**src/hw/rtl/gql_pkg.sv**
```systemverilog
// gql_pkg: shared types, constants and helpers of the glyph quad layout block
// command and result codes, stream payloads, glyph table entry, saturation
// no dependencies
package gql_pkg;

  localparam int POS_W   = 20;
  localparam int TEX_W   = 16;
  localparam int MET_W   = 16;
  localparam int CNT_W   = 16;
  localparam int ATLAS_W = 13;
  localparam int GIDX_W  = 7;
  localparam int CODE_W  = 8;
  localparam int SIZE_W  = 17;  // (16 bit span * 13 bit atlas) >> 12
  localparam int BOX_W   = 21;  // pen + offset, exact
  localparam int EDGE_W  = 23;  // pen + offset + size, exact
  localparam int CODE_OFF_W = 10;

  localparam logic [CNT_W-1:0] CNT_MAX = '1;
  localparam logic [2:0] VTX_FIRST = 3'd0;
  localparam logic [2:0] VTX_LAST  = 3'd5;
  localparam logic [ATLAS_W-1:0] ATLAS_RESET = 13'd512;

  typedef enum logic [1:0] {
    CMD_LOAD  = 2'd0,
    CMD_START = 2'd1,
    CMD_CHAR  = 2'd2,
    CMD_END   = 2'd3
  } cmd_e;

  typedef enum logic {
    KIND_VERTEX = 1'b0,
    KIND_COUNT  = 1'b1
  } kind_e;

  typedef enum logic [0:0] {
    REG_ATLAS_WIDTH  = 1'b0,
    REG_ATLAS_HEIGHT = 1'b1
  } cfg_reg_e;

  typedef struct packed {
    cmd_e                     cmd;
    logic [GIDX_W-1:0]        glyph_index;
    logic [TEX_W-1:0]         rect_u0;
    logic [TEX_W-1:0]         rect_v0;
    logic [TEX_W-1:0]         rect_u1;
    logic [TEX_W-1:0]         rect_v1;
    logic signed [MET_W-1:0]  offset_x;
    logic signed [MET_W-1:0]  offset_y;
    logic signed [MET_W-1:0]  advance;
    logic [CODE_W-1:0]        char_code;
    logic signed [POS_W-1:0]  start_x;
    logic signed [POS_W-1:0]  start_y;
  } item_t;

  typedef struct packed {
    kind_e                    kind;
    logic signed [POS_W-1:0]  pos_x;
    logic signed [POS_W-1:0]  pos_y;
    logic [TEX_W-1:0]         tex_u;
    logic [TEX_W-1:0]         tex_v;
    logic                     last;
    logic [CNT_W-1:0]         quad_count;
  } vertex_t;

  typedef struct packed {
    logic [TEX_W-1:0]         u0;
    logic [TEX_W-1:0]         v0;
    logic [TEX_W-1:0]         u1;
    logic [TEX_W-1:0]         v1;
    logic signed [MET_W-1:0]  ox;
    logic signed [MET_W-1:0]  oy;
    logic signed [MET_W-1:0]  adv;
  } glyph_t;

  // one quad (or count report) between the calc stage and the vertex emitter
  typedef struct packed {
    kind_e                    kind;
    logic [SIZE_W-1:0]        w;
    logic [SIZE_W-1:0]        h;
    logic signed [BOX_W-1:0]  bx;
    logic signed [BOX_W-1:0]  by;
    logic [TEX_W-1:0]         u0;
    logic [TEX_W-1:0]         v0;
    logic [TEX_W-1:0]         u1;
    logic [TEX_W-1:0]         v1;
    logic [CNT_W-1:0]         count;
  } quad_t;

  function automatic logic signed [POS_W-1:0] sat_pos(input logic signed [EDGE_W-1:0] v);
    logic signed [POS_W-1:0] r;
    if (v > 23'sd524287) begin
      r = 20'sh7FFFF;
    end else if (v < -23'sd524288) begin
      r = 20'sh80000;
    end else begin
      r = v[POS_W-1:0];
    end
    return r;
  endfunction

endpackage

```
**src/hw/rtl/gql_vertex_emit.sv**
```systemverilog
// gql_vertex_emit: edge saturation and six-beat vertex sequencer
// holds one quad or count report as the output register; uses gql_pkg
module gql_vertex_emit (
  input  logic              clk_i,
  input  logic              rst_ni,
  input  logic              quad_vld_i,
  input  gql_pkg::quad_t    quad_i,
  output logic              quad_take_o,
  output logic              out_valid_o,
  input  logic              out_ready_i,
  output gql_pkg::vertex_t  out_data_o
);
  import gql_pkg::*;

  logic                    vld_q;
  logic [2:0]              beat_q;
  kind_e                   kind_q;
  logic signed [POS_W-1:0] x0_q, x1_q, y0_q, y1_q;
  logic [TEX_W-1:0]        u0_q, v0_q, u1_q, v1_q;
  logic [CNT_W-1:0]        cnt_q;

  logic                    xfer, done, sel_hi_x, sel_hi_y;
  logic signed [EDGE_W-1:0] bx_e, by_e;

  assign xfer = vld_q && out_ready_i;
  assign done = xfer && ((kind_q == KIND_COUNT) || (beat_q == VTX_LAST));
  assign quad_take_o = !vld_q || done;

  assign bx_e = {{(EDGE_W-BOX_W){quad_i.bx[BOX_W-1]}}, quad_i.bx};
  assign by_e = {{(EDGE_W-BOX_W){quad_i.by[BOX_W-1]}}, quad_i.by};

  always_ff @(posedge clk_i or negedge rst_ni) begin
    if (!rst_ni) begin
      vld_q  <= 1'b0;
      beat_q <= VTX_FIRST;
      kind_q <= KIND_VERTEX;
    end else begin
      if (quad_take_o) begin
        vld_q  <= quad_vld_i;
        beat_q <= VTX_FIRST;
        if (quad_vld_i) begin
          kind_q <= quad_i.kind;
        end
      end else if (xfer) begin
        beat_q <= beat_q + 3'd1;
      end
    end
  end

  always_ff @(posedge clk_i) begin
    if (quad_take_o && quad_vld_i) begin
      x0_q  <= sat_pos(bx_e);
      y0_q  <= sat_pos(by_e);
      x1_q  <= sat_pos(bx_e + EDGE_W'(quad_i.w));
      y1_q  <= sat_pos(by_e + EDGE_W'(quad_i.h));
      u0_q  <= quad_i.u0;
      v0_q  <= quad_i.v0;
      u1_q  <= quad_i.u1;
      v1_q  <= quad_i.v1;
      cnt_q <= quad_i.count;
    end
  end

  // beats: (x0,y0) (x0,y1) (x1,y0) (x1,y0) (x0,y1) (x1,y1)
  always_comb begin
    sel_hi_x = 1'b0;
    sel_hi_y = 1'b0;
    case (beat_q)
      3'd1, 3'd4: sel_hi_y = 1'b1;
      3'd2, 3'd3: sel_hi_x = 1'b1;
      3'd5: begin
        sel_hi_x = 1'b1;
        sel_hi_y = 1'b1;
      end
      default: ;
    endcase
  end

  always_comb begin
    out_data_o = '0;
    out_data_o.kind = kind_q;
    if (kind_q == KIND_COUNT) begin
      out_data_o.last       = 1'b1;
      out_data_o.quad_count = cnt_q;
    end else begin
      out_data_o.pos_x = sel_hi_x ? x1_q : x0_q;
      out_data_o.tex_u = sel_hi_x ? u1_q : u0_q;
      out_data_o.pos_y = sel_hi_y ? y1_q : y0_q;
      out_data_o.tex_v = sel_hi_y ? v1_q : v0_q;
      out_data_o.last  = (beat_q == VTX_LAST);
    end
  end

  assign out_valid_o = vld_q;

endmodule

```
**config.mk**
```make
export PLATFORM = sky130hd
export DESIGN_NAME = gql_vertex_emit
export DESIGN_NICKNAME = d
export VERILOG_FILES = /design/src/hw/rtl/gql_pkg.sv /design/src/hw/rtl/gql_vertex_emit.sv
export SDC_FILE = /design/constraint.sdc
export NUM_CORES = 1
export LEC_CHECK = 0
export ABC_CLOCK_PERIOD_IN_PS = 5600
export BUFFER_PORTS_ARGS = -buffer_cell sky130_fd_sc_hd__buf_2
export CAP_MARGIN = 20
export CORE_MARGIN = 8
export CORE_UTILIZATION = 49
export DETAILED_ROUTE_END_ITERATION = 6
export PLACE_DENSITY = 0.78
export REMOVE_ABC_BUFFERS = 1
export SYNTH_ARGS = -nofsm -noshare
export SYNTH_HDL_FRONTEND = slang
export SYNTH_SLANG_ARGS = --single-unit
```
**constraint.sdc**
```tcl
create_clock -name clk_i -period 5.6 [get_ports clk_i]
set_input_delay 1.68 -clock clk_i [delete_from_list [all_inputs] [get_ports clk_i]]
set_output_delay 1.68 -clock clk_i [all_outputs]
set_load 0.02 [all_outputs]
```
* Yosys cells after proc, flatten, opt, wreduce, memory -nomap -nowiden
Cells that the tools add are included.
** Storage, ports and cells
- Memory bits (read-only) :: 0
- Word-level logic and storage cells :: 53
- Output and inout port bits :: 92
- Memory bits (writable) :: 0
- Register bits :: 165
- Memories :: 0
- Bits in latches :: 0
** Cells by class
- Shift operators :: 0
- Equality and inequality tests :: 5
- Magnitude comparators :: 8
- Reduce and logical (&&, ||, !) cells :: 10
- Muxes and demuxes :: 15
- Add/sub/neg operators :: 3
- Bitwise operators :: 0
- Divide/modulo/power cells :: 0
- Multipliers :: 0
** Operators with widths (number)
- 2-to-1 mux 20 bit :: 6
- 2-to-1 mux 72 bit :: 1
- 2-to-1 mux 16 bit :: 3
- adder 21 x 18 -> 22 bit :: 2
- greater-than comparator 22 x 20 -> 1 bit (second input constant) :: 2
- < comparator 22 x 20 -> 1 bit (second input constant) :: 2
- greater-than comparator 21 x 20 -> 1 bit (second input constant) :: 2
- < comparator 21 x 20 -> 1 bit (second input constant) :: 2
- == test 3 x 2 -> 1 bit (second input constant) :: 2
- == test 3 bit (second input constant) :: 2
- 2-to-1 mux 3 bit :: 2
- OR reduction 3 bit :: 2
- adder 3 x 1 -> 3 bit (second input constant) :: 1
- == test 3 x 1 -> 1 bit (second input constant) :: 1
- logical AND 1 bit :: 3
- 2-to-1 mux 1 bit :: 3
- logical OR 1 bit :: 2
- AND reduction 2 bit :: 1
- nonzero test 2 bit :: 1
- zero test 1 bit :: 1

* Depth between registers and ports, before layout
Gate-level depths: netlist of the first run.
- Word-level depth :: 5
- Depth in mapped cells :: 10
- Mapped depth without buffers :: 9

* Worst setup path after synthesis of the first run
OpenSTA, ideal clock, no wires.
- Kind :: input -> register
- From :: in out_ready_i
- To :: reg kind_q
- Required time :: 5.516 ns
- Setup slack :: -0.784 ns
- Stages on the path :: 4
- Buffers on the path :: 0
- Library setup time :: 0.084 ns
- Data arrival time :: 6.300 ns
- Cell sequence :: nand2_1 > nand2_1 > and2_1 > mux2_2
** On the way
- Word-level cells in the longest chain between the ends :: 4
** Ends and longest elaborated chain
- start: declaration :: RTL line gql_vertex_emit.sv:10 : input logic out_ready_i,
- logical AND 1 bit :: RTL line gql_vertex_emit.sv:25 : assign xfer = vld_q && out_ready_i;
- logical AND 1 bit :: RTL line gql_vertex_emit.sv:26 : assign done = xfer && ((kind_q == KIND_COUNT) || (beat_q == VTX_LAST));
- logical OR 1 bit :: RTL line gql_vertex_emit.sv:27 : assign quad_take_o = !vld_q || done;
- named net quad_take_o :: RTL line gql_vertex_emit.sv:8 : output logic quad_take_o,
- AND reduction 2 bit (no line)
- end signal: assignment :: RTL line gql_vertex_emit.sv:42 : kind_q <= quad_i.kind;
- end: declaration :: RTL line gql_vertex_emit.sv:17 : kind_e kind_q;
The timed path passes the listed nets, and every way through them passes these cells.
A chain may end at the register's enable or synchronous reset.

==> results of run 1 <==
==> routing by layer <==
layer	up-vias	share of wire, %	GRT usage (%)
li1	3912	-	-
met1	3940	42	27.9
met2	327	49	38.2
met3	36	7.1	4.38
met4	4	1.9	7.09
met5	-	0.065	0
==> state kept, by name, indices dropped and copies added (netlist names) <==
signal and count:
beat_q 3, cnt_q 16, kind_q 1, out_valid_o 1
u0_q 16, u1_q 16, v0_q 16, v1_q 16
x0_q 20, x1_q 20, y0_q 20, y1_q 20
==> cells by family (layout without fill, tap and decap cells) <==
logic type               count (synthesis)  after routing  synth area share (%)
AO/OA/AOI/OAI                          293            293                  19.2
AND/OR/NAND/NOR                        300            300                  13.9
multiplexers                             4              4                 0.442
buffers and inverters                   76            309                  3.52
flip-flops                             165            165                  51.2
adder cells (fa/ha/maj)                 79             79                  9.44
other                                    0              1                     0
XOR/XNOR                                25             25                  2.28
==> layout by cell type, fill, tap and decap left out, types with 17 or more instances in the layout <==
cell / Yosys / layout
buf_2: 11 / 252
nand2_1: 183 / 183
edfxtp_1: 160 / 160
a21oi_1: 135 / 134
o21ai_0: 60 / 60
ha_1: 39 / 39
maj3_1: 38 / 38
nor2_1: 29 / 29
and2_1: 21 / 20
nand3_1: 19 / 19
clkbuf_16: 0 / 17
==> through the flow <==
stage | TNS, ps | area (um2) | cells | total power [mW]
final | 0 | 11600 | 1441 | 4.82
after global routing | 0 | 11600 | 1441 | 5.08
after CTS | 0 | 11600 | 1440 | 4.86
after detailed placement | 0 | 11100 | 1408 | 3.71
after global placement | 0 | 11100 | 1408 | 3.67
after floorplan | -169400 | 9330 | 879 | 2.96
==> power groups by stage <==
stage | sequential, mW | combinational [mW] | clock (mW)
after CTS | 1.67 | 2.02 | 1.16
final | 1.67 | 2.00 | 1.14
after global routing | 1.69 | 2.18 | 1.20
after detailed placement | 1.70 | 2.01 | 0
after global placement | 1.69 | 1.98 | 0
after floorplan | 1.74 | 1.22 | 0
==> final timing paths <==
check | startpoint | endpoint | cells after the start
min reg2reg | out_valid_o | beat_q[1] | 1
min in group asynchronous | rst_ni | out_valid_o | 1
max | beat_q[0] | out_data_o[70] | 8
min | out_valid_o | beat_q[1] | 1
max reg2reg | beat_q[1] | x1_q[3] | 8
max in group asynchronous | rst_ni | kind_q | 1
==> area by class of cell <==
type	count	share of cell area (%)
Tap cell	265	2.85
Sequential cell	165	42.4
Clock buffer	17	3.66
Antenna cell	1	0.0215
Clock inverter	15	1.26
Multi-Input combinational cell	701	37.7
Timing Repair Buffer	264	11.7
Inverter	13	0.420
==> results.cfg, run 1 <==
[run_status]
status = finished, final reports clean

[power]
vdd_drop_max_v = 0.000249
pwr-share-seq_pct = 34.7
combPwrFrac_pct = 41.6
switching_power_mw = 2.00
pwr_density_cell_nw_per_um2 = 414
p_int_mw = 2.81
p_leak_nw = 4.76
switching_share_pct = 41.6
power_frac_clock_pct = 23.7

[worst_setup_path]
required_ps = 3920
cp.buffers_inverters = 3
path_cells = inv_1, ha_1, nor2b_1, a211o_1, buf_4, nand2_1, a21oi_1, buf_2
cpLargestDelayFamily = compound AO/OA/AOI/OAI gates
critPathKind = reg -> out
crit_fanout = 23
worst_setup_path_end_kind = output pin
startpoint_type = flip-flop
cp_slowest_cell = a211o_1
cp_slowest_stage_delay_ps = 710
worstPathArrival_ps = 2810
reg2reg_slack_ps = 2670

[place]
pre_cts_ws_ps = 988
port_buffers = 252
place.gp.congestion = 0.928
place_hpwl_um = 20500

[detailed_routing]
firstDrtPassIters = 5
viasPerCell = 5.70
wl_per_cell_um = 19.3
routed_wl_um = 27800
num_vias = 8219
drc = 0
ant_nets = 0
drt_iter0_drc = 680

[sta]
whs_ps = 604
relSlewSlack_pct = 37.3
worst_slack_ps = 1110
worst_slew_pin_slew_ps = 939
hold_viol = 0
finalSetupViolations = 0
max_clock_freq_mhz = 223
rsz0062_at_grt = no
layout_min_cycle_time_ps = 4490
min_period_over_period_pct = 80.1
finClkSkew_ps = 10.9
drv_slew = 0

[die]
initial_utilization_pct = 49.6
pin_count = 253
die_h_um = 156
num_rows = 51
core_um2 = 19400
die_w_um = 156
dieArea_um2 = 24400

[logic_synthesis]
synth_cells = 942
synth.yosys.seq_area_share_pct = 51.2
synth_edf_count = 160
synth_top_area_share_pct = 49.9
synth_seq_cells = 165
synth_top_cell_by_area = edfxtp_1
synth.most_common_cell = nand2_1
synth.distinct_cells = 71
async_reset_ff_share_pct = 3.03
syn-cell-area_um2 = 9620
synth_flop_cell = edfxtp_1
postSynthAreaPerCell_um2 = 10.2
synth.cells.most_frequent = nand2_1, edfxtp_1, a21oi_1
synth.area.top_cells = edfxtp_1, nand2_1, a21oi_1, ha_1, maj3_1
ys_warn_count = 0

[run]
max-cap-violations = 0

[grt]
antenna_found_initial = 3
track_usage_pct = 22.3
grt_pass1_vias = 8074
grt_first_pass_wirelength_um = 43000
grt_overflow = 0
grt_max_degree = 68

[clock_tree]
cts_buffers = 17
cts_root_buf = clkbuf_16
htreeDepth = 4
clock_path_buffers = 2
cts_sinks = 165
cts_resized = 0
clk_pin_slew_worst_paths_ps = 70
tritoncts = done
hold_buffers = 0
clk_latency_ps = 430
postCtsSetupRepairBufs = 0

[layout]
seq_area_um2 = 4930
utilization_pct = 59.9
layout-drive-gt1-share_pct = 27.6
multi_input_comb_area_um2 = 4380
final_nets = 1364
fillCellCount = 1701
area_growth_pct = 20.9

[min_path]
hp-class = reg -> reg
(Power assumes the default switching activity.)
==> run 2: changes to the inputs <==
--- a/config.mk
+++ b/config.mk
@@ -5,13 +5,13 @@
 export SDC_FILE = /design/constraint.sdc
 export NUM_CORES = 1
 export LEC_CHECK = 0
-export ABC_CLOCK_PERIOD_IN_PS = 5600
+export ABC_CLOCK_PERIOD_IN_PS = 4200
 export BUFFER_PORTS_ARGS = -buffer_cell sky130_fd_sc_hd__buf_2
 export CAP_MARGIN = 20
 export CORE_MARGIN = 8
-export CORE_UTILIZATION = 49
+export CORE_UTILIZATION = 50
 export DETAILED_ROUTE_END_ITERATION = 6
-export PLACE_DENSITY = 0.78
+export PLACE_DENSITY = 0.76
 export REMOVE_ABC_BUFFERS = 1
 export SYNTH_ARGS = -nofsm -noshare
 export SYNTH_HDL_FRONTEND = slang
==> constraint.sdc (replaced) <==
create_clock -name clk_i -period 4.2 [get_ports clk_i]
set_input_delay 1.26 -clock clk_i [delete_from_list [all_inputs] [get_ports clk_i]]
set_output_delay 1.26 -clock clk_i [all_outputs]
set_load 0.02 [all_outputs]
==> results.cfg, run 2 (synthesis gave the netlist of run 1 again) <==
[layout]
utilization_pct = 62.3
layout-drive-gt1-share_pct = 28.1
layout_common_cells = buf_2, nand2_1, edfxtp_1
area_growth_pct = 21.4
final_nets = 1372
final_common_cell = buf_2

[power]
power_frac_clock_pct = 24.2
p_total_mw = 6.46
vdd_drop_max_v = 0.000294
pwr_density_cell_nw_per_um2 = 553
p_int_mw = 3.81
switching_power_mw = 2.65
switching_share_pct = 41.0
p_leak_nw = 4.80
combPwrFrac_pct = 41.3
pwr-share-seq_pct = 34.6

[die]
dieArea_um2 = 23900
die_h_um = 155
pin_count = 253
die_w_um = 155
num_rows = 50
initial_utilization_pct = 51.3
core_um2 = 18800

[grt]
track_usage_pct = 22.7
grt_max_degree = 96
antenna_found_initial = 5
grt_overflow = 0
grt_first_pass_wirelength_um = 43100
grt_pass1_vias = 8025

[sta]
min_period_over_period_pct = 92.5
rsz0062_at_grt = no
layout_min_cycle_time_ps = 3880
max_clock_freq_mhz = 258
hold_viol = 0
whs_ps = 587
worst_slack_ps = 317
finClkSkew_ps = 11.8
worst_slew_pin_slew_ps = 1020
finalSetupViolations = 0
drv_slew = 0
relSlewSlack_pct = 32.2

[place]
place.gp.congestion = 0.943
pre_cts_ws_ps = 7.26
place_hpwl_um = 20200
port_buffers = 252

[worst_setup_path]
cp.buffers_inverters = 1
path_cells = buf_2, ha_1, fa_1, a211oi_1, o2111ai_1, nand4_1, a21oi_1, o311ai_2, o21ai_0, o21ai_0
cpLargestDelayFamily = compound AO/OA/AOI/OAI gates
critPathKind = in -> reg
cp_slowest_cell = o311ai_2
startpoint_type = primary input
worst_setup_path_end_kind = flip-flop
worstPathArrival_ps = 4130
cp_common_cell = o21ai_0
reg2reg_slack_ps = 1860
required_ps = 4450
crit_fanout = 15
cp_slowest_stage_delay_ps = 830

[detailed_routing]
num_vias = 8281
wl_per_cell_um = 19.7
ant_nets = 0
drc = 0
routed_wl_um = 28000
viasPerCell = 5.83
drt_iter0_drc = 732
firstDrtPassIters = 5

[clock_tree]
htreeDepth = 4
clock_path_buffers = 2
tritoncts = done
cts_root_buf = clkbuf_16
postCtsSetupRepairBufs = 0
clk_pin_slew_worst_paths_ps = 60
clk_latency_ps = 430
cts_resized = 0
cts_sinks = 165
cts_buffers = 17
hold_buffers = 0

[run]
max-cap-violations = 0

[run_status]
status = finished, final reports clean

[min_path]
hp-class = reg -> reg
[run 2: final timing paths]
path	from	endpoint	cells past startpoint
worst min-delay path	out_valid_o	beat_q[0]	1
max in group asynchronous	rst_ni	kind_q	1
worst max-delay path	quad_i[80]	y1_q[9]	10
worst max register to register	beat_q[1]	y1_q[9]	8
worst min register to register	out_valid_o	beat_q[0]	1
min in group asynchronous	rst_ni	kind_q	1
[run 2: cell type report]
cell class                 count  area (um2)
fill                        1573        7080
clock inverter                15         160
timing repair buffer         272        1440
antenna                        4        10.0
inverter                      13        48.8
sequential                   165        4930
multi-input combinational    701        4380
clock buffer                  17         425
tap                          234         293
[run 2: power groups by stage]
| stage | Combinational, mW | Sequential (mW) | Clock [mW] |
|---|---|---|---|
| CTS | 2.69 | 2.23 | 1.58 |
| global route | 2.90 | 2.26 | 1.64 |
| global placement | 2.64 | 2.26 | 0 |
| floorplan | 1.62 | 2.32 | 0 |
| finish | 2.66 | 2.23 | 1.56 |
| detailed placement | 2.67 | 2.27 | 0 |
[run 2: worst reg2reg max path, stage by stage, from the launching register on]
cell and delay (ps):
dfrtp_1 400, inv_1 100, ha_1 320, a21oi_1 160
inv_1 140, nand2_1 60, nand2_1 110, and2_4 210
buf_12 380
[run 2: metrics by stage]
| stage | TNS, ps | cells | instance area (um2) |
|---|---|---|---|
| finish | 0 | 1421 | 11700 |
| global placement | 0 | 1385 | 11100 |
| floorplan | -407880 | 879 | 9330 |
| detailed placement | 0 | 1385 | 11100 |
| CTS | 0 | 1417 | 11700 |
| global route | 0 | 1421 | 11700 |
[run 2: routing by layer]
metal  global-route usage (%)  vias to the layer above  share of wire, %
li1                         -                     3931                 -
met1                     29.6                     3933                42
met2                     36.7                      366                48
met3                     4.63                       49               7.2
met4                     8.45                        2               2.4
met5                        0                        -             0.046
==> run 3: changes to the inputs <==
--- a/config.mk
+++ b/config.mk
@@ -5,7 +5,7 @@
 export SDC_FILE = /design/constraint.sdc
 export NUM_CORES = 1
 export LEC_CHECK = 0
-export ABC_CLOCK_PERIOD_IN_PS = 4200
+export ABC_CLOCK_PERIOD_IN_PS = 4860
 export BUFFER_PORTS_ARGS = -buffer_cell sky130_fd_sc_hd__buf_2
 export CAP_MARGIN = 20
 export CORE_MARGIN = 8
@@ -13,6 +13,7 @@
 export DETAILED_ROUTE_END_ITERATION = 6
 export PLACE_DENSITY = 0.76
 export REMOVE_ABC_BUFFERS = 1
+export SKIP_LAST_GASP = 1
 export SYNTH_ARGS = -nofsm -noshare
 export SYNTH_HDL_FRONTEND = slang
 export SYNTH_SLANG_ARGS = --single-unit
==> constraint.sdc (replaced) <==
create_clock -name clk_i -period 4.86 [get_ports clk_i]
set_input_delay 1.458 -clock clk_i [delete_from_list [all_inputs] [get_ports clk_i]]
set_output_delay 1.458 -clock clk_i [all_outputs]
set_load 0.02 [all_outputs]
==> results.cfg, run 3 (synthesis gave the netlist of run 1 again) <==
[run_status]
status = finished, final reports clean

[grt]
grt_first_pass_wirelength_um = 42700
antenna_found_initial = 4
grt_overflow = 0
grt_max_degree = 67
track_usage_pct = 22.3
grt_pass1_vias = 7947

[worst_setup_path]
startpoint_type = flip-flop
required_ps = 3400
worstPathArrival_ps = 2640
crit_fanout = 21
reg2reg_slack_ps = 2030
r2r-end = v0_q[9]
ff2ff_path_depth = 6
reg2reg_from = kind_q
cp_slowest_cell = a21o_1
worst_setup_path_end_kind = output pin
cp_slowest_stage_delay_ps = 590
path_cells = inv_1, ha_1, a21o_1, buf_4, nand2_1, a21oi_1, buf_2
critPathKind = reg -> out

[sta]
worst_slack_ps = 763
whs_ps = 609
relSlewSlack_pct = 26.5
worst_slew_pin_slew_ps = 1100
finalSetupViolations = 0
finClkSkew_ps = 11.9
min_period_over_period_pct = 84.3
layout_min_cycle_time_ps = 4100
hold_viol = 0
rsz0062_at_grt = no
tns_ps = 0
max_clock_freq_mhz = 244
drv_slew = 0

[min_path]
min_from = out_valid_o
hp-class = reg -> reg
holdPathEnd = beat_q[1]
worstHoldPathCells = 1

[die]
core_um2 = 18800
die_h_um = 155
die_w_um = 155
pin_count = 253
num_rows = 50
dieArea_um2 = 23900
initial_utilization_pct = 51.3

[layout]
final_nets = 1365
final_common_cell = buf_2
layout_common_cells = buf_2, nand2_1, edfxtp_1
area_growth_pct = 21.0
utilization_pct = 62.0
layout-drive-gt1-share_pct = 27.7

[power]
switching_power_mw = 2.31
switching_share_pct = 41.5
p_total_mw = 5.57
vdd_drop_max_v = 0.000305
pwr_density_cell_nw_per_um2 = 478
p_int_mw = 3.26
combPwrFrac_pct = 41.4
p_leak_nw = 4.78
power_frac_clock_pct = 23.8
pwr-share-seq_pct = 34.8

[detailed_routing]
wl_per_cell_um = 19.5
num_vias = 8200
drc = 0
firstDrtPassIters = 5
viasPerCell = 5.80
ant_nets = 0
routed_wl_um = 27500
drt_iter0_drc = 624

[place]
place.gp.congestion = 0.928
port_buffers = 252
pre_cts_ws_ps = 567
place_hpwl_um = 20400

[clock_tree]
cts_root_buf = clkbuf_16
tritoncts = done
cts_resized = 0
htreeDepth = 4
clock_path_buffers = 2
clk_pin_slew_worst_paths_ps = 70
clk_latency_ps = 430
cts_buffers = 17
hold_buffers = 0
postCtsSetupRepairBufs = 0
cts_sinks = 165

[run]
max-cap-violations = 0
==> run 3: worst max-delay path by stage <==
stage | startpoint | endpoint | slack (ps) | depth (start not counted)
2_1_floorplan | kind_q | kind_q | -1980 | 6
3_3_place_gp | quad_i[101] | x1_q[11] | 630 | 10
3_5_place_dp | quad_i[101] | x1_q[11] | 570 | 10
4_1_cts | beat_q[1] | out_data_o[26] | 700 | 7
5_1_grt | beat_q[0] | out_data_o[78] | 540 | 8
6_report | beat_q[1] | out_data_o[23] | 760 | 7
==> run 3: worst max-delay path: cells and delay by family (launching register included) <==
kind / cells / cell delay (ps)
compound gates: 2 / 750
fa+ha+maj: 1 / 340
buf+inv: 3 / 650
flops: 1 / 400
simple gates: 1 / 80
==> run 3: power groups by stage <==
stage | Sequential, mW | Clock, mW | Combinational (mW)
after floorplan | 2.01 | 0 | 1.40
after global placement | 1.96 | 0 | 2.29
after detailed placement | 1.97 | 0 | 2.32
after CTS | 1.94 | 1.35 | 2.33
after global routing | 1.96 | 1.39 | 2.52
final | 1.94 | 1.33 | 2.30
==> run 3: layout make-up <==
type / instances / area, um2
Antenna cell: 3 / 7.51
Clock buffer: 17 / 425
Clock inverter: 15 / 158
Fill cell: 1587 / 7130
Inverter: 13 / 48.8
Multi-Input combinational cell: 701 / 4380
Sequential cell: 165 / 4930
Tap cell: 234 / 293
Timing Repair Buffer: 265 / 1400
==> run 3: per-layer routing <==
layer	global-route usage [%]	share of wire, %	up-vias
met5	0	0.047	-
met4	7.51	1.8	2
met3	4.37	7.2	35
met2	36.2	48	329
met1	29.5	43	3904
li1	-	-	3930
==> run 3: stage by stage <==
stage               area, um2  instances
finish                  11600       1413
global route            11600       1413
CTS                     11600       1410
detailed placement      11000       1378
global placement        11000       1378
floorplan                9330        879
