==> config.mk <==
export PLATFORM = sky130hd
export DESIGN_NAME = gql_quad_calc
export DESIGN_NICKNAME = d
export VERILOG_FILES = /design/src/hw/rtl/gql_pkg.sv /design/src/hw/rtl/gql_quad_calc.sv
export SDC_FILE = /design/constraint.sdc
export NUM_CORES = 1
export LEC_CHECK = 0
export BUFFER_PORTS_ARGS = -buffer_cell sky130_fd_sc_hd__buf_2
export CAP_MARGIN = 20
export CORE_AREA = 5 5 257 259
export CTS_BUF_LIST = sky130_fd_sc_hd__clkbuf_8 sky130_fd_sc_hd__clkbuf_16
export CTS_CLUSTER_SIZE = 8
export DETAILED_ROUTE_END_ITERATION = 12
export DIE_AREA = 0 0 262 264
export GPL_TIMING_DRIVEN = 0
export PLACE_DENSITY = 0.7
export SYNTH_ARGS = -nofsm -noshare
export SYNTH_HDL_FRONTEND = slang
export SYNTH_SLANG_ARGS = --single-unit
==> constraint.sdc <==
create_clock -name clk_i -period 7.95 [get_ports clk_i]
set_clock_uncertainty 0.15 [all_clocks]
set_input_delay 0.795 -clock clk_i [delete_from_list [all_inputs] [get_ports clk_i]]
set_output_delay 0.795 -clock clk_i [all_outputs]
set_load 0.01 [all_outputs]
==> src/hw/rtl/gql_pkg.sv <==
// gql_pkg: shared types, constants and helpers of the glyph quad layout block
// command and result codes, stream payloads, glyph table entry, saturation
// no dependencies
package gql_pkg;

  localparam int POS_W   = 20;
  localparam int TEX_W   = 16;
  localparam int MET_W   = 16;
  localparam int CNT_W   = 16;
  localparam int ATLAS_W = 13;
  localparam int GIDX_W  = 7;
  localparam int CODE_W  = 8;
  localparam int SIZE_W  = 17;  // (16 bit span * 13 bit atlas) >> 12
  localparam int BOX_W   = 21;  // pen + offset, exact
  localparam int EDGE_W  = 23;  // pen + offset + size, exact
  localparam int CODE_OFF_W = 10;

  localparam logic [CNT_W-1:0] CNT_MAX = '1;
  localparam logic [2:0] VTX_FIRST = 3'd0;
  localparam logic [2:0] VTX_LAST  = 3'd5;
  localparam logic [ATLAS_W-1:0] ATLAS_RESET = 13'd512;

  typedef enum logic [1:0] {
    CMD_LOAD  = 2'd0,
    CMD_START = 2'd1,
    CMD_CHAR  = 2'd2,
    CMD_END   = 2'd3
  } cmd_e;

  typedef enum logic {
    KIND_VERTEX = 1'b0,
    KIND_COUNT  = 1'b1
  } kind_e;

  typedef enum logic [0:0] {
    REG_ATLAS_WIDTH  = 1'b0,
    REG_ATLAS_HEIGHT = 1'b1
  } cfg_reg_e;

  typedef struct packed {
    cmd_e                     cmd;
    logic [GIDX_W-1:0]        glyph_index;
    logic [TEX_W-1:0]         rect_u0;
    logic [TEX_W-1:0]         rect_v0;
    logic [TEX_W-1:0]         rect_u1;
    logic [TEX_W-1:0]         rect_v1;
    logic signed [MET_W-1:0]  offset_x;
    logic signed [MET_W-1:0]  offset_y;
    logic signed [MET_W-1:0]  advance;
    logic [CODE_W-1:0]        char_code;
    logic signed [POS_W-1:0]  start_x;
    logic signed [POS_W-1:0]  start_y;
  } item_t;

  typedef struct packed {
    kind_e                    kind;
    logic signed [POS_W-1:0]  pos_x;
    logic signed [POS_W-1:0]  pos_y;
    logic [TEX_W-1:0]         tex_u;
    logic [TEX_W-1:0]         tex_v;
    logic                     last;
    logic [CNT_W-1:0]         quad_count;
  } vertex_t;

  typedef struct packed {
    logic [TEX_W-1:0]         u0;
    logic [TEX_W-1:0]         v0;
    logic [TEX_W-1:0]         u1;
    logic [TEX_W-1:0]         v1;
    logic signed [MET_W-1:0]  ox;
    logic signed [MET_W-1:0]  oy;
    logic signed [MET_W-1:0]  adv;
  } glyph_t;

  // one quad (or count report) between the calc stage and the vertex emitter
  typedef struct packed {
    kind_e                    kind;
    logic [SIZE_W-1:0]        w;
    logic [SIZE_W-1:0]        h;
    logic signed [BOX_W-1:0]  bx;
    logic signed [BOX_W-1:0]  by;
    logic [TEX_W-1:0]         u0;
    logic [TEX_W-1:0]         v0;
    logic [TEX_W-1:0]         u1;
    logic [TEX_W-1:0]         v1;
    logic [CNT_W-1:0]         count;
  } quad_t;

  function automatic logic signed [POS_W-1:0] sat_pos(input logic signed [EDGE_W-1:0] v);
    logic signed [POS_W-1:0] r;
    if (v > 23'sd524287) begin
      r = 20'sh7FFFF;
    end else if (v < -23'sd524288) begin
      r = 20'sh80000;
    end else begin
      r = v[POS_W-1:0];
    end
    return r;
  endfunction

endpackage

==> src/hw/rtl/gql_quad_calc.sv <==
// gql_quad_calc: command decode, pen and quad count state, glyph size multiply
// drives the glyph table ports and hands quads to the emitter; uses gql_pkg
module gql_quad_calc #(
  parameter int GLYPH_COUNT = 95,
  parameter int FIRST_CODE = 32,
  parameter int IDX_W = 7
) (
  input  logic                           clk_i,
  input  logic                           rst_ni,
  input  logic                           cfg_we_i,
  input  logic [0:0]                     cfg_idx_i,
  input  logic [gql_pkg::ATLAS_W-1:0]    cfg_wdata_i,
  input  logic                           in_valid_i,
  input  gql_pkg::item_t                 in_data_i,
  output logic                           in_ready_o,
  output logic                           wr_en_o,
  output logic [IDX_W-1:0]               wr_addr_o,
  output gql_pkg::glyph_t                wr_data_o,
  output logic                           rd_en_o,
  output logic [IDX_W-1:0]               rd_addr_o,
  input  gql_pkg::glyph_t                rd_data_i,
  output logic                           quad_vld_o,
  output gql_pkg::quad_t                 quad_o,
  input  logic                           quad_take_i
);
  import gql_pkg::*;

  logic [ATLAS_W-1:0]      atlas_w_q, atlas_h_q;
  logic signed [POS_W-1:0] pen_x_q, pen_x_d, pen_y_q, pen_y_d;
  logic [CNT_W-1:0]        quads_q, quads_d;

  logic                    s1_vld_q;
  cmd_e                    s1_cmd_q;
  logic                    s1_pr_q;
  logic signed [POS_W-1:0] s1_sx_q, s1_sy_q;

  logic                    s2_vld_q;
  quad_t                   s2_q, s2_d;

  logic                    in_fire, s1_fire, s1_emits, nonempty, s2_ready;
  logic [CODE_OFF_W-1:0]   code_ext, code_off, gidx_ext;
  logic                    printable, load_ok;
  logic [TEX_W-1:0]        du, dv;
  logic [TEX_W+ATLAS_W-1:0] w_full, h_full;
  logic signed [BOX_W-1:0] adv_sum;

  // decode at acceptance
  assign in_fire   = in_valid_i && in_ready_o;
  assign code_ext  = CODE_OFF_W'(in_data_i.char_code);
  assign code_off  = code_ext - CODE_OFF_W'(FIRST_CODE);
  assign printable = (code_ext >= CODE_OFF_W'(FIRST_CODE))
                     && (code_off < CODE_OFF_W'(GLYPH_COUNT));
  assign gidx_ext  = CODE_OFF_W'(in_data_i.glyph_index);
  assign load_ok   = gidx_ext < CODE_OFF_W'(GLYPH_COUNT);

  assign wr_en_o   = in_fire && (in_data_i.cmd == CMD_LOAD) && load_ok;
  assign wr_addr_o = IDX_W'(in_data_i.glyph_index);
  assign wr_data_o = '{u0: in_data_i.rect_u0, v0: in_data_i.rect_v0,
                       u1: in_data_i.rect_u1, v1: in_data_i.rect_v1,
                       ox: in_data_i.offset_x, oy: in_data_i.offset_y,
                       adv: in_data_i.advance};
  assign rd_en_o   = in_fire && (in_data_i.cmd == CMD_CHAR) && printable;
  assign rd_addr_o = code_off[IDX_W-1:0];

  // stage 1: glyph entry is in from the table
  assign nonempty = (rd_data_i.u1 > rd_data_i.u0) && (rd_data_i.v1 > rd_data_i.v0);
  assign s1_emits = (s1_cmd_q == CMD_END) || ((s1_cmd_q == CMD_CHAR) && s1_pr_q && nonempty);
  assign s2_ready = !s2_vld_q || quad_take_i;
  assign s1_fire  = s1_vld_q && (!s1_emits || s2_ready);
  assign in_ready_o = !s1_vld_q || s1_fire;

  assign du      = rd_data_i.u1 - rd_data_i.u0;
  assign dv      = rd_data_i.v1 - rd_data_i.v0;
  assign w_full  = (TEX_W+ATLAS_W)'(du) * (TEX_W+ATLAS_W)'(atlas_w_q);
  assign h_full  = (TEX_W+ATLAS_W)'(dv) * (TEX_W+ATLAS_W)'(atlas_h_q);
  assign adv_sum = {pen_x_q[POS_W-1], pen_x_q}
                   + {{(BOX_W-MET_W){rd_data_i.adv[MET_W-1]}}, rd_data_i.adv};

  always_comb begin
    s2_d       = '0;
    s2_d.kind  = (s1_cmd_q == CMD_END) ? KIND_COUNT : KIND_VERTEX;
    s2_d.w     = w_full[TEX_W+ATLAS_W-1:12];
    s2_d.h     = h_full[TEX_W+ATLAS_W-1:12];
    s2_d.bx    = {pen_x_q[POS_W-1], pen_x_q}
                 + {{(BOX_W-MET_W){rd_data_i.ox[MET_W-1]}}, rd_data_i.ox};
    s2_d.by    = {pen_y_q[POS_W-1], pen_y_q}
                 + {{(BOX_W-MET_W){rd_data_i.oy[MET_W-1]}}, rd_data_i.oy};
    s2_d.u0    = rd_data_i.u0;
    s2_d.v0    = rd_data_i.v0;
    s2_d.u1    = rd_data_i.u1;
    s2_d.v1    = rd_data_i.v1;
    s2_d.count = quads_q;
  end

  always_comb begin
    pen_x_d = pen_x_q;
    pen_y_d = pen_y_q;
    quads_d = quads_q;
    case (s1_cmd_q)
      CMD_START: begin
        pen_x_d = s1_sx_q;
        pen_y_d = s1_sy_q;
        quads_d = '0;
      end
      CMD_CHAR: begin
        if (s1_pr_q) begin
          pen_x_d = sat_pos({{(EDGE_W-BOX_W){adv_sum[BOX_W-1]}}, adv_sum});
          if (nonempty && (quads_q != CNT_MAX)) begin
            quads_d = quads_q + CNT_W'(1);
          end
        end
      end
      default: ;
    endcase
  end

  always_ff @(posedge clk_i or negedge rst_ni) begin
    if (!rst_ni) begin
      atlas_w_q <= ATLAS_RESET;
      atlas_h_q <= ATLAS_RESET;
      pen_x_q   <= '0;
      pen_y_q   <= '0;
      quads_q   <= '0;
      s1_vld_q  <= 1'b0;
      s1_cmd_q  <= CMD_LOAD;
      s2_vld_q  <= 1'b0;
    end else begin
      if (cfg_we_i) begin
        case (cfg_reg_e'(cfg_idx_i))
          REG_ATLAS_WIDTH:  atlas_w_q <= cfg_wdata_i;
          REG_ATLAS_HEIGHT: atlas_h_q <= cfg_wdata_i;
          default: ;
        endcase
      end
      if (s1_fire) begin
        pen_x_q <= pen_x_d;
        pen_y_q <= pen_y_d;
        quads_q <= quads_d;
      end
      if (in_ready_o) begin
        s1_vld_q <= in_valid_i;
      end
      if (in_fire) begin
        s1_cmd_q <= in_data_i.cmd;
      end
      if (s1_fire && s1_emits) begin
        s2_vld_q <= 1'b1;
      end else if (quad_take_i) begin
        s2_vld_q <= 1'b0;
      end
    end
  end

  always_ff @(posedge clk_i) begin
    if (in_fire) begin
      s1_pr_q <= printable;
      s1_sx_q <= in_data_i.start_x;
      s1_sy_q <= in_data_i.start_y;
    end
    if (s1_fire && s1_emits) begin
      s2_q <= s2_d;
    end
  end

  assign quad_vld_o = s2_vld_q;
  assign quad_o     = s2_q;

endmodule

* Word level (Yosys, flattened, before mapping) *
Cells that the tools add are included.

operators by class
  $mul = 2
  bitwise logic cells = 1
  $lt $le $gt $ge = 7
  equal/unequal tests = 7
  add/sub/neg operators = 7
  shifts and indexed selects = 0
  multiplexer cells = 10
  divide/modulo/power cells = 0
  reductions and logical operators = 27

operators by type and width
  cell                                                  number
  adder 20 x 16 -> 21 bit                               3
  two-way mux 20 bit                                    3
  multiplier 16 x 13 -> 29 bit                          2
  one-hot mux 20 bit (2 select lines)                   1
  > comparator 16 bit                                   2
  two-way mux 16 bit                                    2
  one-hot mux 16 bit (2 select lines)                   1
  subtractor 16 bit                                     2
  > comparator 21 x 20 -> 1 bit, second input constant  1
  < comparator 21 x 20 -> 1 bit, second input constant  1
  adder 16 x 1 -> 16 bit, second input constant         1
  inequality test 16 bit, second input constant         1
  logical AND 1 bit                                     12
  < comparator 10 x 7 -> 1 bit, second input constant   1
  subtractor 8 x 6 -> 9 bit, second input constant      1
  >= comparator 8 x 6 -> 1 bit, second input constant   1
  < comparator 7 bit, second input constant             1
  == test 2 bit, second input constant                  3
  AND reduction 2 bit                                   3
  logical OR 1 bit                                      4
  AND reduction 4 bit                                   1
  nonzero test 2 bit                                    2
  zero test 1 bit                                       3
  two-way mux 1 bit                                     3
  6 further kinds                                       6

word-level totals
  latch bits = 0
  RAM bits = 0
  input port bits = 300
  logic and storage cells = 82
  register bits after elaboration = 284
  bits in read-only memories = 0
  memories = 0

* Longest topological paths before layout *
Gate-level depths: netlist (run 1).

  word-level depth = 11
  gate-level depth with buffers = 33
  depth with buffers taken out = 32

* Worst setup path before layout (run 1) *
OpenSTA, ideal clock, no wires.

  kind = input to register
  start = in rd_data_i[64] in the netlist's numbering
  end = reg s2_q, in the netlist quad_o[0], enable pin
  slack = -1.911 ns
  setup time = 0.676 ns
  stages on the path = 11
  arrival = 9.035 ns
  cell sequence = inv_1 ha_1 fa_1 nand2b_1 a21boi_1 o21ai_0 a21o_1 a21oi_1 o21a_1 o21ai_1 nor2_1

between the ends
  longest elaborated chain between the ends = 8

RTL lines
  item                     line                  RTL
  from (decl)              gql_quad_calc.sv:21   input gql_pkg::glyph_t rd_data_i,
  > comparator 16 bit (*)  gql_quad_calc.sv:66   assign nonempty = (rd_data_i.u1 > rd_data_i.u0) && (rd_data_i.v1 > rd_data_i.v0);
  logical AND 1 bit (*)    gql_quad_calc.sv:66
  logical AND 1 bit (*)    gql_quad_calc.sv:67   assign s1_emits = (s1_cmd_q == CMD_END) || ((s1_cmd_q == CMD_CHAR) && s1_pr_q && nonempty);
  logical OR 1 bit (*)     gql_quad_calc.sv:67
  zero test 1 bit          gql_quad_calc.sv:69   assign s1_fire = s1_vld_q && (!s1_emits || s2_ready);
  logical OR 1 bit         gql_quad_calc.sv:69
  logical AND 1 bit        gql_quad_calc.sv:69
  logical AND 1 bit (*)    gql_quad_calc.sv:160  if (s1_fire && s1_emits) begin
  to (signal assigned)     gql_quad_calc.sv:161  s2_q <= s2_d;
  to (decl)                gql_quad_calc.sv:38   quad_t s2_q, s2_d;

Every way passes the cells marked *; elsewhere a longest branch is shown, timed or not.
A chain may end at the register's enable or synchronous reset.

==> flow_summary.yaml, run 1 <==
setup_path:
  critPathLaunchType: "primary input"
  r2r-end: "quad_o[138]"
  crit_required_ns: 8.10
  startpoint: "rd_data_i[97]"
  critPathKind: "primary input to flop"
  rr_startpoint: "atlas_h_q[9]"
  crit_arrival_ns: 7.85
  path_max_fanout: 10
  end_kind: "flop"
  reg2reg_slack_ns: 1.29
  max_stage_delay_ns: 0.54
  critPathSlowestCell: "fa_1"
  r2r_cells: 22
yosys:
  synth.distinct_cells: 74
  syn_inst: 2872
  async_flop_share_pct: 30.3
  yosys_warnings: 0
  ys_seq_area_share_pct: 28.7
  synth_ff_type: "edfxtp_1"
  synth_edf_count: 198
  ys_seq_elements: 284
  syn_nets: 3718
  synth_area_per_cell_um2: 9.84
  syn_area_um2: 28300
finish:
  fillers: 5752
  syn_to_final_growth_pct: 20.3
  multi_input_area_um2: 17600
  drive_gt1_share_pct: 24.4
  nNetsFinal: 4274
  regArea_um2: 8100
  final_common_cell: "inv_1"
  final_cell_mix: "inv_1, buf_2, nand2_1, fa_1, ha_1"
sta:
  fmax_mhz: 130
  drv_slew: 0
  fin_crit_ns: 7.70
  timing_hold_violations_final: 0
  worstMarginPinSlew_ns: 0.767
  relSlewSlack_pct: 47.5
  final-setup-viol-count: 0
  fin_crit_sh_pct: 96.8
  setup-tns-final_ns: 0
cts:
  clockBufferDepth: 3
  cts_buffers: 43
  clkTransAtPathRegs_ns: 0.05
  cts_tree: "done"
  clock_latency_ns: 0.57
  postCtsHoldBufs: 0
  cts.sinks: 284
  cts-root-buf: "clkbuf_16"
  cts.htree.levels: 2
drt:
  viasPerCell: 5.15
  wl_met2_um: 40800
  first_pass_iters: 5
  drt_iter0_markers: 1563
  dr_wl_met3_um: 7280
  dr_total_vias: 22200
  wl_met1_um: 35300
  wl_um: 85500
  drc_errors: 0
  antenna_left: 0
  top_layer: "met5"
  wire_per_inst_um: 19.8
grt:
  gr-total-overflow: 0
  grt_pass1_vias: 22800
  grt_first_pass_wirelength_um: 129000
  antenna_found_initial: 23
  grt_max_degree: 55
  grt_use_total_pct: 24.0
floorplanning:
  fp.dieArea_um2: 69200
  die_h_um: 264
  core_um2: 63600
  io-pin-count: 587
  die_w_um: 262
  start_util_pct: 44.4
  num_rows: 93
placement:
  hpwl_um: 70100
  globalplace.congestion: 0.925
  port_buffers: 474
outcome:
  status: "finished, final reports clean"
flow_run:
  maxCapViolCount: 0
hold_path:
  min_path_type: "primary input to asynchronous set/reset pin"
## state kept, by name, indices dropped and copies added (netlist names), 2 cells and up
register   flops
s1_cmd_q       2
quads_q       16
pen_x_q       20
s1_sx_q       20
quad_o       157
atlas_h_q     13
atlas_w_q     13
s1_sy_q       20
pen_y_q       20
## worst max-delay path by stage
stage	end	slack (ns)
floorplan	quad_o[154]	0.06
global placement	quad_o[122]	-2.18
detailed placement	quad_o[138]	-1.40
CTS	quad_o[138]	0.001
global route	quad_o[137]	-0.0009
finish	quad_o[155]	0.25
## layout make-up
| class | instances | area share (%) |
|---|---|---|
| multi-input cells | 1904 | 51.8 |
| flip-flops and latches | 284 | 23.8 |
| repair buffers | 513 | 8.17 |
| inverters | 455 | 5.02 |
| plain buffers | 227 | 4.11 |
| clock buffers | 46 | 3.35 |
| well taps | 855 | 3.15 |
| clock inverters | 32 | 0.530 |
| diodes | 5 | 0.0368 |
## per-layer routing
metal,GRT usage (%),vias to the layer above
met5,0,-
met4,5.17,22
met3,6.98,134
met2,39.4,809
met1,31.7,10900
li1,-,10300
## synthesized netlist by cell type, types with 28 or more instances
cell type    n  area [um2]
a21oi_1     91         455
nor2b_1     47         294
inv_1      455        1710
nand2_1    341        1280
buf_4      124         931
nor2_1     115         432
xnor2_1     67         587
nor3_1      32         160
dfrtp_1     84        2100
ha_1       235        2940
xor2_1      29         254
a21o_1      44         330
edfxtp_1   198        5950
mux2_2      28         315
clkbuf_1   101         379
nand3_1     45         225
and2_1     191        1190
o21ai_0     57         285
fa_1       311        6230
## critical path: cells and delay by family
kind	cells	cell delay, ns
and+or+nand+nor	4	0.82
xor gates and xnor gates	2	0.28
adders and majority gates	7	3.01
buffers and inverters	8	0.79
AOI/OAI and AO/OA	12	2.14
## timing repair
| action | CTS | global route |
|---|---|---|
| buffers inserted | 16 | 16 |
| gates resized for setup | 44 | 106 |
| setup endpoints to repair | 23 | 23 |
| pin swaps | 8 | 34 |
## stage by stage
stage          area [um2]  setup WS, ns  util, %  hold WS (ns)  std cells
2_1_floorplan       28300        0.0567        -         0.265       2872
3_3_place_gp        31700         -2.18     49.9         0.268       4201
3_5_place_dp        31900         -1.40     50.1         0.273       4208
4_1_cts             33500       0.00134     52.6        0.0131       4302
5_1_grt             34000     -0.000931     53.4        0.0475       4317
6_report            34000         0.254     53.4        0.0401       4321
## cell families (layout without fill, tap and decap cells)
kind of cell,Yosys count,count (layout),synth area share [%]
and+or+nand+nor,879,879,15.3
buffers and inverters,684,1273,10.8
adders and majority gates,546,546,32.4
AOI/OAI and AO/OA,355,355,8.75
DFF,284,284,28.7
xor gates and xnor gates,96,96,2.97
muxes,28,28,1.12
other,0,5,0
Power of run 1 is left out: the tool's default activity adds up to more than one toggle a clock period on the data nets, which glitch-free logic cannot reach.
==> run 2, diff against run 1 <==
==> constraint.sdc (replaced) <==
create_clock -name clk_i -period 6.9 [get_ports clk_i]
set_clock_uncertainty 0.15 [all_clocks]
set_input_delay 1.035 -clock clk_i [delete_from_list [all_inputs] [get_ports clk_i]]
set_output_delay 1.035 -clock clk_i [all_outputs]
set_load 0.01 [all_outputs]
==> run 2 against run 1 <==
  * The flow now finishes with violations (setup timing)
  * Flip-flop and latch count unchanged
  * Via count rose by 2.1%
  * Wire length is 3.7% higher
==> flow_summary.yaml, run 2 (synthesis results as in run 1) <==
outcome:
  status: "finished with violations"
  violations: "setup timing"
sta:
  setup-tns-final_ns: -15.24
  final-setup-viol-count: 31
  setup_slack_ns: -0.801
  fin_crit_ns: 7.70
  fin_crit_sh_pct: 112
  drv_slew: 0
  rsz0062_at_grt: "yes"
  timing_hold_violations_final: 0
  fmax_mhz: 130
  worstMarginPinSlew_ns: 0.789
  relSlewSlack_pct: 47.2
flow_run:
  maxCapViolCount: 0
setup_path:
  crit_arrival_ns: 7.87
  critPathSlowestCell: "fa_2"
  r2r-end: "quad_o[138]"
  crit_required_ns: 7.07
  critPathTopFamily: "adder cells"
  end_kind: "flop"
  max_stage_delay_ns: 0.56
  critPathLaunchType: "primary input"
  critPathKind: "primary input to flop"
  path_max_fanout: 4
  reg2reg_slack_ns: 0.31
  r2r_cells: 22
  rr_startpoint: "atlas_h_q[9]"
  path_buf_inv: 9
finish:
  final_cell_mix: "buf_2, inv_1, nand2_1, fa_1, ha_1"
  largest_reg_flops: 157
  final_common_cell: "buf_2"
  drive_gt1_share_pct: 28.3
  final_area_um2: 35200
  nNetsFinal: 4333
  syn_to_final_growth_pct: 24.6
floorplanning:
  num_rows: 93
  io-pin-count: 587
  start_util_pct: 44.4
  core_um2: 63600
  die_h_um: 264
  die_w_um: 262
  fp.dieArea_um2: 69200
drt:
  viasPerCell: 5.18
  dr_total_vias: 22700
  wl_um: 88600
  wire_per_inst_um: 20.2
  drc_errors: 0
  antenna_left: 0
  first_pass_iters: 5
  drt_iter0_markers: 1355
cts:
  cts.htree.levels: 2
  postCtsHoldBufs: 0
  clkTransAtPathRegs_ns: 0.06
  cts.sinks: 284
  cts-root-buf: "clkbuf_16"
  clock_latency_ns: 0.59
  clockBufferDepth: 3
  cts_buffers: 42
  cts_tree: "done"
placement:
  hpwl_um: 71600
  port_buffers: 474
  place_area_um2: 32200
  globalplace.congestion: 0.904
grt:
  grt_pass1_vias: 23200
  grt_max_degree: 50
  gr-total-overflow: 0
  grt_use_total_pct: 25.1
  grt_first_pass_wirelength_um: 135000
  antenna_found_initial: 21
hold_path:
  min_path_type: "flop to flop"
  hold_end: "pen_y_q[11]"
  holdPathStages: 2
  min_from: "s1_sy_q[11]"
run 2: worst max-delay path by stage:
stage                  startpoint          end  cells after the start
floorplan           rd_data_i[48]  quad_o[138]                     33
global route        rd_data_i[81]  quad_o[137]                     32
CTS                 rd_data_i[48]  quad_o[138]                     35
global placement    rd_data_i[97]  quad_o[154]                     28
finish              rd_data_i[48]  quad_o[138]                     35
detailed placement  rd_data_i[97]  quad_o[154]                     28
run 2: per-layer routing:
metal | up-vias | global-route usage [%] | routed length, um
li1 | 10500 | - | -
met5 | - | 0 | 71
met3 | 143 | 6.58 | 7370
met2 | 845 | 41.5 | 42600
met1 | 11200 | 33.4 | 36400
met4 | 12 | 5.50 | 2230
run 2: worst register-to-register path, cell delays in order (launching register included):
cell and delay (ns):
dfstp_2 0.53, clkbuf_1 0.49, clkbuf_1 0.50, nand2_1 0.14, fa_1 0.51, inv_1 0.05, fa_1 0.57, fa_1 0.45
fa_1 0.54, inv_1 0.05, fa_1 0.49, inv_2 0.05, ha_4 0.26, and3_4 0.19, nand3_4 0.07, o21a_1 0.19
o211ai_1 0.10, buf_4 0.19, a221oi_4 0.08, o21ai_2 0.20, nand2_1 0.09, a311o_1 0.33, xnor2_1 0.14
run 2: timing repair:
| action | 4_1_cts | 5_1_grt |
|---|---|---|
| pin swaps | 88 | 49 |
| resized for setup | 175 | 84 |
| endpoints found under the setup margin | 34 | 34 |
| cloned | 1 | 1 |
| setup buffers | 71 | 24 |
run 2: through the flow:
stage	util, %	hold WS (ns)	cells	setup WS (ns)
2_1_floorplan	-	0.265	2872	-0.890
3_3_place_gp	50.3	0.269	4201	-2.25
3_5_place_dp	50.5	0.272	4209	-2.32
4_1_cts	54.6	0.286	4359	-0.765
5_1_grt	55.3	0.310	4378	-1.03
6_report	55.4	0.285	4384	-0.801
run 2: cell type report:
type,instances,area (um2)
Inverter,455,1730
Timing Repair Buffer,571,3370
Sequential cell,284,8100
Clock buffer,43,1080
Antenna cell,8,20.0
Multi-Input combinational cell,1904,18200
Buffer,229,1500
Tap cell,855,1070
Fill cell,5567,28400
Clock inverter,35,178
Power of run 2 is left out for the same reason.
==> run 3, diff against run 2 <==
--- a/config.mk
+++ b/config.mk
@@ -14,6 +14,7 @@
 export DIE_AREA = 0 0 262 264
 export GPL_TIMING_DRIVEN = 0
 export PLACE_DENSITY = 0.7
+export RECOVER_POWER = 100
 export SYNTH_ARGS = -nofsm -noshare
 export SYNTH_HDL_FRONTEND = slang
 export SYNTH_SLANG_ARGS = --single-unit
==> run 3 against run 2 <==
  * The run ends with capacitance limit, slew limit, setup timing left
  * Die area unchanged
  * Sequential share of layout area up 0.41 points
  * Flip-flop and latch count did not move
  * Count of clock-buffer cells in the layout unchanged
  * Wire length about the same
  * Register-to-register slack barely moved
  * Global-route usage did not move
  * Via count about the same
  * Critical path depth is 3 lower
  * Critical endpoint is now quad_o[154]
  * Highest routed layer unchanged
==> flow_summary.yaml, run 3 (synthesis results as in run 1) <==
sta:
  rsz0062_at_grt: "yes"
  fin_crit_ns: 7.71
  relSlewSlack_pct: -103
  final-setup-viol-count: 32
  drv_slew: 142
  worstMarginPinSlew_ns: 3.05
  fmax_mhz: 130
  fin_crit_sh_pct: 112
  setup-tns-final_ns: -17.06
  setup_slack_ns: -0.808
  timing_hold_violations_final: 0
setup_path:
  crit_required_ns: 7.07
  path_max_fanout: 5
  end_kind: "flop"
  reg2reg_slack_ns: 0.31
  crit_cells: 32
  path_buf_inv: 9
  critPathKind: "primary input to flop"
  path_common_cell: "fa_1"
  critPathTopFamily: "adder cells"
  r2r_cells: 22
  max_stage_delay_ns: 0.54
  critPathLaunchType: "primary input"
  crit_arrival_ns: 7.88
  critPathSlowestCell: "fa_1"
drt:
  drc_errors: 0
  dr_total_vias: 22700
  viasPerCell: 5.17
  wire_per_inst_um: 20.2
  wl_um: 88700
  antenna_left: 0
  drt_iter0_markers: 1382
  first_pass_iters: 5
placement:
  hpwl_um: 71600
  dp_cells: 4209
  globalplace.congestion: 0.904
  place_area_um2: 32200
  port_buffers: 474
grt:
  grt_pass1_vias: 23200
  grt_first_pass_wirelength_um: 135000
  gr-total-overflow: 0
  grt_use_total_pct: 25.1
  antenna_found_initial: 18
  grt_max_degree: 50
outcome:
  status: "finished with violations"
  violations: "capacitance limit, slew limit, setup timing"
floorplanning:
  fp.dieArea_um2: 69200
  die_h_um: 264
  core_um2: 63600
  die_w_um: 262
  num_rows: 93
  start_util_pct: 44.4
  io-pin-count: 587
cts:
  cts.sinks: 284
  postCtsHoldBufs: 0
  cts_tree: "done"
  cts-root-buf: "clkbuf_16"
  clock_latency_ns: 0.59
  cts.htree.levels: 2
  clockBufferDepth: 3
  clkTransAtPathRegs_ns: 0.05
  cts_buffers: 42
finish:
  fillers: 5789
  largest_reg_flops: 157
  final_cell_mix: "inv_1, clkbuf_1, nand2_1, fa_1, ha_1"
  drive_gt1_share_pct: 18.0
  syn_to_final_growth_pct: 22.5
  nNetsFinal: 4333
  final_common_cell: "inv_1"
  final_area_um2: 34600
  utilization_pct: 54.4
  final_cells: 4387
hold_path:
  min_path_type: "flop to flop"
  holdPathStages: 2
flow_run:
  maxCapViolCount: 4
## run 3: cell count changes in the layout (fill, tap and decap cells not counted), sizes merged
cell    before  now
buf        707  356
clkbuf     136  487
diode        8   11
## run 3: final timing paths
check / startpoint / endpoint
setup / recovery: rd_data_i[100] / quad_o[154]
hold / removal: s1_sy_q[11] / pen_y_q[11]
setup reg to reg: atlas_h_q[9] / quad_o[138]
hold reg to reg: s1_sy_q[11] / pen_y_q[11]
max in group asynchronous: rst_ni / atlas_w_q[12]
min in group asynchronous: rst_ni / quads_q[12]
## run 3: timing repair
item	4_1_cts	5_1_grt
buffers inserted	71	24
hold endpoints to repair	0	0
setup endpoints to repair	34	34
pin swaps	88	49
resized for setup	175	84
gates cloned	1	1
## run 3: final cells by class
cell class / instances / area [um2] / area share [%]
multi-input cells: 1904 / 18100 / 52.3
flip-flops and latches: 284 / 8100 / 23.4
repair buffers: 571 / 2830 / 8.16
inverters: 455 / 1730 / 5.01
plain buffers: 229 / 1500 / 4.34
clock buffers: 43 / 1080 / 3.11
well taps: 855 / 1070 / 3.09
clock inverters: 35 / 178 / 0.513
diodes: 11 / 27.5 / 0.0795
## run 3: stage by stage
step | worst slack [ns] | hold slack (ns)
floorplan | -0.890 | 0.265
global placement | -2.25 | 0.269
detailed placement | -2.32 | 0.272
CTS | -0.765 | 0.286
global route | -1.03 | 0.310
finish | -0.808 | 0.283
## run 3: metal layers
metal  wire, um  track usage, %
met5         71               0
met3       7530            6.58
met4       2350            5.50
met2      42500            41.5
met1      36200            33.4
## run 3: worst register-to-register path, stage by stage (launching register included)
cell and delay [ns]:
dfstp_2 0.53, clkbuf_1 0.50, clkbuf_1 0.51, nand2_1 0.14
fa_1 0.51, inv_1 0.05, fa_1 0.57, fa_1 0.45
fa_1 0.54, inv_1 0.05, fa_1 0.49, inv_2 0.05
ha_4 0.26, and3_4 0.19, nand3_4 0.07, o21a_1 0.19
o211ai_1 0.10, buf_4 0.19, a221oi_4 0.08, o21ai_2 0.20
nand2_1 0.09, a311o_1 0.33, xnor2_1 0.14
Power of run 3 is left out for the same reason.
